`config.mk`:
```
export PLATFORM = sky130hd
export DESIGN_NAME = sorted_polynomial_term_accumulator_unit
export DESIGN_NICKNAME = d
export VERILOG_FILES = /design/src/design/spta_pkg.sv /design/src/design/spta_cell.sv /design/src/design/spta_ctrl.sv /design/src/design/sorted_polynomial_term_accumulator_unit.sv
export VERILOG_INCLUDE_DIRS = /design/src /design/src/design
export SDC_FILE = /design/constraint.sdc
export NUM_CORES = 2
export LEC_CHECK = 0
export ABC_AREA = 0
export BUFFER_PORTS_ARGS = -buffer_cell sky130_fd_sc_hd__buf_2
export CELL_PAD_IN_SITES_DETAIL_PLACEMENT = 0
export CELL_PAD_IN_SITES_GLOBAL_PLACEMENT = 1
export CORE_ASPECT_RATIO = 1.75
export CORE_UTILIZATION = 46
export CTS_CLUSTER_DIAMETER = 50
export CTS_CLUSTER_SIZE = 40
export DETAILED_ROUTE_END_ITERATION = 6
export PLACE_DENSITY_LB_ADDON = 0.1
export RECOVER_POWER = 25
export SYNTH_ARGS = -nofsm -noshare
export SYNTH_HDL_FRONTEND = slang
export SYNTH_HIERARCHICAL = 1
export SYNTH_SLANG_ARGS = --single-unit
```
`constraint.sdc`:
```
create_clock -name clk -period 6.1 [get_ports clk]
set_input_delay 0.61 -clock clk [delete_from_list [all_inputs] [get_ports clk]]
set_output_delay 0.61 -clock clk [all_outputs]
set_load 0.02 [all_outputs]
```
`src/design/sorted_polynomial_term_accumulator_unit_assert.svh`:
```
// Assertion macros used by the accumulator top level.
`ifndef SORTED_POLYNOMIAL_TERM_ACCUMULATOR_UNIT_ASSERT_SVH
`define SORTED_POLYNOMIAL_TERM_ACCUMULATOR_UNIT_ASSERT_SVH
`ifndef ASSERT_OFF
`define SPTA_ASSERT_NOW(label, clk, rst_n, ante, cons) \
	label: assert property (@(posedge clk) disable iff (!rst_n) (ante) |-> (cons)) \
		else $error("assertion failed");
`define SPTA_ASSERT_NEXT(label, clk, rst_n, ante, cons) \
	label: assert property (@(posedge clk) disable iff (!rst_n) (ante) |=> (cons)) \
		else $error("assertion failed");
`else
`define SPTA_ASSERT_NOW(label, clk, rst_n, ante, cons)
`define SPTA_ASSERT_NEXT(label, clk, rst_n, ante, cons)
`endif
`endif

```
`src/design/spta_pkg.sv`:
```
// Types and constants of the sorted polynomial term accumulator.
package spta_pkg;

	localparam int EXP_W  = 16;
	localparam int COEF_W = 32;

	typedef enum logic {
		FUNC_ADD  = 1'b0,
		FUNC_READ = 1'b1
	} func_t;

	typedef enum logic [2:0] {
		STAT_INSERTED = 3'd0,
		STAT_MERGED   = 3'd1,
		STAT_FULL     = 3'd2,
		STAT_READ     = 3'd3,
		STAT_EMPTY    = 3'd4
	} status_t;

	typedef enum logic [1:0] {
		OP_HOLD,
		OP_INSERT,
		OP_MERGE,
		OP_ROTATE
	} cell_op_t;

	typedef enum logic {
		ST_IDLE,
		ST_READ
	} ctl_state_t;

	// Broadcast to every cell of the chain.
	typedef struct packed {
		cell_op_t                  op;
		logic signed [COEF_W-1:0]  coef;
		logic signed [EXP_W-1:0]   exp;
	} cell_cmd_t;

	// What one cell shows to its neighbours and to the controller.
	typedef struct packed {
		logic                      valid;
		logic                      gt;
		logic                      eq;
		logic signed [EXP_W-1:0]   exp;
		logic signed [COEF_W-1:0]  coef;
	} cell_link_t;

endpackage

```
`src/design/spta_cell.sv`:
```
// One term cell of the sorted chain: compare, shift-in, merge and rotate.
module spta_cell (
	input  logic                   clk,
	input  logic                   arst_n,
	input  spta_pkg::cell_cmd_t    cmd,
	input  spta_pkg::cell_link_t   lft,
	input  spta_pkg::cell_link_t   rgt,
	input  spta_pkg::cell_link_t   head,
	output spta_pkg::cell_link_t   link
);

	logic                                  valid_q;
	logic signed [spta_pkg::EXP_W-1:0]     exp_q;
	logic signed [spta_pkg::COEF_W-1:0]    coef_q;
	logic                                  valid_d;
	logic signed [spta_pkg::EXP_W-1:0]     exp_d;
	logic signed [spta_pkg::COEF_W-1:0]    coef_d;
	logic                                  gt;
	logic                                  eq;

	assign gt = valid_q && ($signed(exp_q) > $signed(cmd.exp));
	assign eq = valid_q && ($signed(exp_q) == $signed(cmd.exp));

	assign link.valid = valid_q;
	assign link.gt    = gt;
	assign link.eq    = eq;
	assign link.exp   = exp_q;
	assign link.coef  = coef_q;

	always_comb begin
		valid_d = valid_q;
		exp_d   = exp_q;
		coef_d  = coef_q;
		case (cmd.op)
			spta_pkg::OP_INSERT: begin
				// The first cell not holding a larger exponent takes the new term,
				// every cell behind it takes its left neighbour's term.
				if (!gt) begin
					if (lft.gt) begin
						valid_d = 1'b1;
						exp_d   = cmd.exp;
						coef_d  = cmd.coef;
					end else begin
						valid_d = lft.valid;
						exp_d   = lft.exp;
						coef_d  = lft.coef;
					end
				end
			end
			spta_pkg::OP_MERGE: begin
				if (eq) begin
					coef_d = coef_q + cmd.coef;
				end
			end
			spta_pkg::OP_ROTATE: begin
				// The last valid cell closes the ring by taking the head term.
				if (rgt.valid) begin
					exp_d  = rgt.exp;
					coef_d = rgt.coef;
				end else if (valid_q) begin
					exp_d  = head.exp;
					coef_d = head.coef;
				end
			end
			default: begin
			end
		endcase
	end

	always_ff @(posedge clk or negedge arst_n) begin
		if (!arst_n) begin
			valid_q <= 1'b0;
		end else begin
			valid_q <= valid_d;
		end
	end

	always_ff @(posedge clk) begin
		exp_q  <= exp_d;
		coef_q <= coef_d;
	end

endmodule

```
`src/design/spta_ctrl.sv`:
```
// Controller: handshakes, term count, read-out sequencing and result register.
module spta_ctrl #(
	parameter int MAX_TERMS = 16
) (
	input  logic                              clk,
	input  logic                              arst_n,
	input  logic                              in_valid,
	output logic                              in_stall,
	input  logic                              func,
	input  logic signed [spta_pkg::COEF_W-1:0] coefficient,
	input  logic signed [spta_pkg::EXP_W-1:0]  exponent,
	input  logic                              any_eq,
	input  spta_pkg::cell_link_t              head,
	output spta_pkg::cell_cmd_t               cmd,
	output logic                              busy,
	output logic                              out_valid,
	input  logic                              out_stall,
	output logic [2:0]                        status,
	output logic signed [spta_pkg::COEF_W-1:0] coefficient_out,
	output logic signed [spta_pkg::EXP_W-1:0]  exponent_out,
	output logic                              last
);

	localparam int CW = $clog2(MAX_TERMS + 1);

	spta_pkg::ctl_state_t                  state_q, state_d;
	logic [CW-1:0]                         count_q, count_d;
	logic [CW-1:0]                         rem_q, rem_d;
	logic                                  out_valid_q;
	spta_pkg::status_t                     status_q, status_d;
	logic signed [spta_pkg::COEF_W-1:0]    coef_out_q, coef_out_d;
	logic signed [spta_pkg::EXP_W-1:0]     exp_out_q, exp_out_d;
	logic                                  last_q, last_d;
	logic                                  load;
	logic                                  out_free;
	logic                                  full;

	assign out_free = !out_valid_q || !out_stall;
	assign full     = (count_q == CW'(MAX_TERMS));

	always_comb begin
		state_d    = state_q;
		count_d    = count_q;
		rem_d      = rem_q;
		load       = 1'b0;
		status_d   = status_q;
		coef_out_d = '0;
		exp_out_d  = '0;
		last_d     = 1'b1;
		in_stall   = 1'b1;
		cmd.op     = spta_pkg::OP_HOLD;
		cmd.coef   = coefficient;
		cmd.exp    = exponent;
		case (state_q)
			spta_pkg::ST_IDLE: begin
				in_stall = !out_free;
				if (in_valid && out_free) begin
					if (func == spta_pkg::FUNC_ADD) begin
						load = 1'b1;
						if (any_eq) begin
							cmd.op   = spta_pkg::OP_MERGE;
							status_d = spta_pkg::STAT_MERGED;
						end else if (full) begin
							status_d = spta_pkg::STAT_FULL;
						end else begin
							cmd.op   = spta_pkg::OP_INSERT;
							status_d = spta_pkg::STAT_INSERTED;
							count_d  = count_q + CW'(1);
						end
					end else if (count_q == '0) begin
						load     = 1'b1;
						status_d = spta_pkg::STAT_EMPTY;
					end else begin
						rem_d   = count_q;
						state_d = spta_pkg::ST_READ;
					end
				end
			end
			spta_pkg::ST_READ: begin
				if (out_free) begin
					// Emit the head term and turn the ring one place.
					load       = 1'b1;
					cmd.op     = spta_pkg::OP_ROTATE;
					status_d   = spta_pkg::STAT_READ;
					coef_out_d = head.coef;
					exp_out_d  = head.exp;
					last_d     = (rem_q == CW'(1));
					rem_d      = rem_q - CW'(1);
					if (rem_q == CW'(1)) begin
						state_d = spta_pkg::ST_IDLE;
					end
				end
			end
			default: begin
				state_d = spta_pkg::ST_IDLE;
			end
		endcase
	end

	always_ff @(posedge clk or negedge arst_n) begin
		if (!arst_n) begin
			state_q     <= spta_pkg::ST_IDLE;
			count_q     <= '0;
			rem_q       <= '0;
			out_valid_q <= 1'b0;
		end else begin
			state_q <= state_d;
			count_q <= count_d;
			rem_q   <= rem_d;
			if (load) begin
				out_valid_q <= 1'b1;
			end else if (!out_stall) begin
				out_valid_q <= 1'b0;
			end
		end
	end

	always_ff @(posedge clk) begin
		if (load) begin
			status_q   <= status_d;
			coef_out_q <= coef_out_d;
			exp_out_q  <= exp_out_d;
			last_q     <= last_d;
		end
	end

	assign busy            = (state_q == spta_pkg::ST_READ);
	assign out_valid       = out_valid_q;
	assign status          = status_q;
	assign coefficient_out = coef_out_q;
	assign exponent_out    = exp_out_q;
	assign last            = last_q;

endmodule

```
`src/design/sorted_polynomial_term_accumulator_unit.sv`:
```
// Top level of the sorted polynomial term accumulator: cell chain and controller.
//
//  Channel | Handshake            | Beat contents
//  --------+----------------------+-------------------------------------------
//  input   | in_valid / in_stall  | func, coefficient, exponent
//  output  | out_valid / out_stall| status, coefficient_out, exponent_out, last
//
// Unless the output stalls, an add beat (insert, merge or drop) is taken every
// cycle with its result registered for the next cycle, and a read-out, once in
// the read state, streams one term per cycle from the head cell while the chain
// rotates, holding the input. A stalled output holds the result register and the
// input with it. Reset empties the chain by clearing the cell valid bits.
module sorted_polynomial_term_accumulator_unit #(
	parameter int MAX_TERMS = 16
) (
	input  logic                              clk,
	input  logic                              arst_n,
	input  logic                              in_valid,
	output logic                              in_stall,
	input  logic                              func,
	input  logic signed [spta_pkg::COEF_W-1:0] coefficient,
	input  logic signed [spta_pkg::EXP_W-1:0]  exponent,
	output logic                              out_valid,
	input  logic                              out_stall,
	output logic [2:0]                        status,
	output logic signed [spta_pkg::COEF_W-1:0] coefficient_out,
	output logic signed [spta_pkg::EXP_W-1:0]  exponent_out,
	output logic                              last
);

	`include "sorted_polynomial_term_accumulator_unit_assert.svh"

	spta_pkg::cell_cmd_t   cmd;
	spta_pkg::cell_link_t  links [MAX_TERMS];
	spta_pkg::cell_link_t  lft_edge;
	spta_pkg::cell_link_t  rgt_edge;
	logic [MAX_TERMS-1:0]  vld;
	logic [MAX_TERMS-1:0]  eqv;
	logic [MAX_TERMS-2:0]  ord_ok;
	logic                  any_eq;
	logic                  busy;

	// The front of the chain behaves as if a larger exponent stood before it.
	always_comb begin
		lft_edge    = '0;
		lft_edge.gt = 1'b1;
		rgt_edge    = '0;
	end

	genvar gi;
	generate
		for (gi = 0; gi < MAX_TERMS; gi++) begin : g_cell
			spta_cell u_cell (
				.clk    (clk),
				.arst_n (arst_n),
				.cmd    (cmd),
				.lft    ((gi == 0) ? lft_edge : links[(gi == 0) ? 0 : gi - 1]),
				.rgt    ((gi == MAX_TERMS - 1) ? rgt_edge
				         : links[(gi == MAX_TERMS - 1) ? gi : gi + 1]),
				.head   (links[0]),
				.link   (links[gi])
			);
			assign vld[gi] = links[gi].valid;
			assign eqv[gi] = links[gi].eq;
		end
		for (gi = 0; gi < MAX_TERMS - 1; gi++) begin : g_ord
			assign ord_ok[gi] = !links[gi + 1].valid
				|| ($signed(links[gi].exp) > $signed(links[gi + 1].exp));
		end
	endgenerate

	assign any_eq = |eqv;

	spta_ctrl #(
		.MAX_TERMS (MAX_TERMS)
	) u_ctrl (
		.clk             (clk),
		.arst_n          (arst_n),
		.in_valid        (in_valid),
		.in_stall        (in_stall),
		.func            (func),
		.coefficient     (coefficient),
		.exponent        (exponent),
		.any_eq          (any_eq),
		.head            (links[0]),
		.cmd             (cmd),
		.busy            (busy),
		.out_valid       (out_valid),
		.out_stall       (out_stall),
		.status          (status),
		.coefficient_out (coefficient_out),
		.exponent_out    (exponent_out),
		.last            (last)
	);

	// Stored terms always form a packed prefix of the chain.
	`SPTA_ASSERT_NOW(a_valid_prefix, clk, arst_n, 1'b1, ((vld + 1'b1) & vld) == '0)
	// Outside a read-out the chain is strictly descending by exponent.
	`SPTA_ASSERT_NOW(a_sorted, clk, arst_n, !busy, &ord_ok)
	`SPTA_ASSERT_NEXT(a_drop_on_full, clk, arst_n,
		in_valid && !in_stall && !func && !any_eq && vld[MAX_TERMS-1],
		out_valid && status == spta_pkg::STAT_FULL && $stable(vld))
	`SPTA_ASSERT_NEXT(a_merge_keeps_count, clk, arst_n,
		in_valid && !in_stall && !func && any_eq,
		$stable(vld) && status == spta_pkg::STAT_MERGED)

endmodule

```
==> results.cfg <==
[run_status]
status = finished with violations
violations = capacitance limit, slew limit

[cts]
cts_buffers = 117
cts.sinks = 848
cts_resized = 0
postCtsSetupRepairBufs = 0
clk_latency_ps = 800
cts_max_level = 3
clock-root-buffer = clkbuf_16
clk_pin_slew_worst_paths_ps = 80
clock_path_buffers = 3
cts_tree = done

[sta]
rsz0062_at_grt = false
maxSlewHeadroom = -1.31
fin_crit_sh = 0.946
setup_slack_ps = 332
worst_slew_pin_slew_ps = 3460
skew_ps = 41.1
setup_viol = 0
setup_tns_ps = 0
min_period_ps = 5770
clock.fmax_mhz = 173
maxSlewViolCount = 125
finalHoldViolCount = 0

[grt]
grt_pass1_wl_mm = 660
grt_pass1_vias = 90300
overflow = 0
antenna_found_initial = 45
grt_use_total = 0.455
grt_max_degree = 74

[place]
place.gp.congestion = 1.03
dp_hpwl_mm = 350
placement.io_buffers = 106
place_ws_ps = 234

[pwr]
pwr_density_cell_mw_per_mm2 = 670
ir_drop_v = 0.000430
p_switching_w = 0.0368
clkPwrFrac = 0.111
swShare = 0.537
comb_power_share = 0.653
power_leakage_nw = 45.6
pwr-share-seq = 0.236
intPower_w = 0.0317

[hold_path]
min_path_type = in2reg

[flow_run]
maxCapViolations = 3

[drt]
wirelength_mm = 474
first_iter_violations = 8331
num_vias = 91200
drc = 0
routedWlPerCell_um = 35.9
via_per_inst = 6.91
drtPass1Iterations = 6
ant_nets = 0

[setup_path]
crit_family = simple AND/OR/NAND/NOR gates
start_kind = primary input
path_cells = buf_2 > inv_1 > ha_1 > nand4_1 > nor4_1 > buf_4 > and2_0 > nor4_1 > nand4_1 > nor2_1 > clkbuf_1 > nand4b_1 > nand2_1 > buf_12 > clkbuf_1 > and2_0 > clkbuf_2 > a211oi_1 > a21oi_1
cp.required_ps = 6600
path_buf_inv = 7
crit_type = in2reg
arrival_ps = 6270
slowest_stage = a211oi_1
cp_max_fo = 32
end_kind = flip-flop
max_stage_delay_ps = 720

[final_layout]
n_fill_cell = 19200
synthToLayoutAreaGrowth_pct = 10.5
post-route-util = 0.512
drive_gt1_frac = 0.113
nNetsFinal = 11200

[synthesis]
netlist_area_mm2 = 0.0925
yosys_warnings = 6
syn_avg_cell_area_um2 = 8.95
synth_cells = 10300

[die]
die_x_um = 341
io_pins = 107
start_util = 0.463
die_h_um = 595
dieArea_mm2 = 0.203
rows = 217
coreArea_mm2 = 0.200
## routing by layer
metal  vias up  global-route usage  share of wire
li1      39400                   -              -
met1     44000               0.440           0.31
met2      5360               0.750           0.47
met3      2383               0.106          0.078
met4        30               0.521           0.13
met5         -                   0        0.00037
## layout by cell type (no fill, tap or decap), types with 333 or more instances in the layout
master / n
ha_1: 756
a21oi_1: 898
nand2_1: 728
a21o_1: 333
nor2b_1: 515
inv_1: 405
a211oi_1: 433
mux2i_1: 1126
o21ai_0: 458
edfxtp_1: 820
nor2_1: 410
buf_4: 427
## registers in the layout, summed over array words and instances (netlist names)
name and count:
u_ctrl/last 1, u_ctrl/out_valid 1, u_ctrl/status 3, g_cell.u_cell/coef_q 512, g_cell.u_cell/exp_q 256, u_ctrl/busy 1
g_cell.u_cell/valid_q 16, u_ctrl/rem_q 5, u_ctrl/exponent_out 16, u_ctrl/coefficient_out 32, u_ctrl/count_q 5
## what timing repair did
action / 4_1_cts / 5_1_grt
endpoints found under the hold margin: 19 / 0
endpoints found under the setup margin: 0 / 0
hold buffers: 1 / 0
## power groups by stage
| stage | registers (W) | logic, W | clock network (W) |
|---|---|---|---|
| after floorplan | 0.0136 | 0.0285 | 0 |
| after global placement | 0.0158 | 0.0429 | 0 |
| after detailed placement | 0.0158 | 0.0432 | 0 |
| after CTS | 0.0157 | 0.0435 | 0.00768 |
| after global routing | 0.0161 | 0.0474 | 0.00783 |
| final | 0.0161 | 0.0447 | 0.00763 |
## layout make-up
type                    count  area, um^2  area share
clock inverters            98        1180      0.0115
diodes                     39        97.6    0.000954
well taps                2628        3290      0.0322
clock buffers             123        2970      0.0291
flip-flops and latches    848       25400       0.248
multi-input cells        8372       62100       0.608
inverters                 423        1600      0.0157
repair buffers            658        5600      0.0548
## worst min-delay path: stages
cell and delay [ps]:
buf_2 150, nand3_1 110, nand2_1 50
## metrics by stage
step	hold WS, ps	cells	instance area, um^2	total power (W)
after floorplan	314	10400	92900	0.0421
final	180	13200	102000	0.0685
after global routing	181	13200	102000	0.0713
after CTS	173	13200	102000	0.0668
after detailed placement	512	12900	98300	0.0590
after global placement	510	12900	98300	0.0587
## worst paths after layout
path                                           startpoint                          end  slack [ps]  depth (start not counted)
worst max-delay path                         exponent[13]  g_cell[13].u_cell/exp_q[15]         330                         19
worst min register to register          u_ctrl/count_q[4]            u_ctrl/count_q[4]         530                          1
max in group asynchronous                          arst_n    g_cell[11].u_cell/valid_q        2010                          3
min in group asynchronous                          arst_n    g_cell[15].u_cell/valid_q        1640                          3
worst max register to register  g_cell[5].u_cell/exp_q[5]  g_cell[13].u_cell/exp_q[15]         360                         18
worst min-delay path                             in_valid             u_ctrl/out_valid         180                          3
Power figures use the tool's default switching activity.
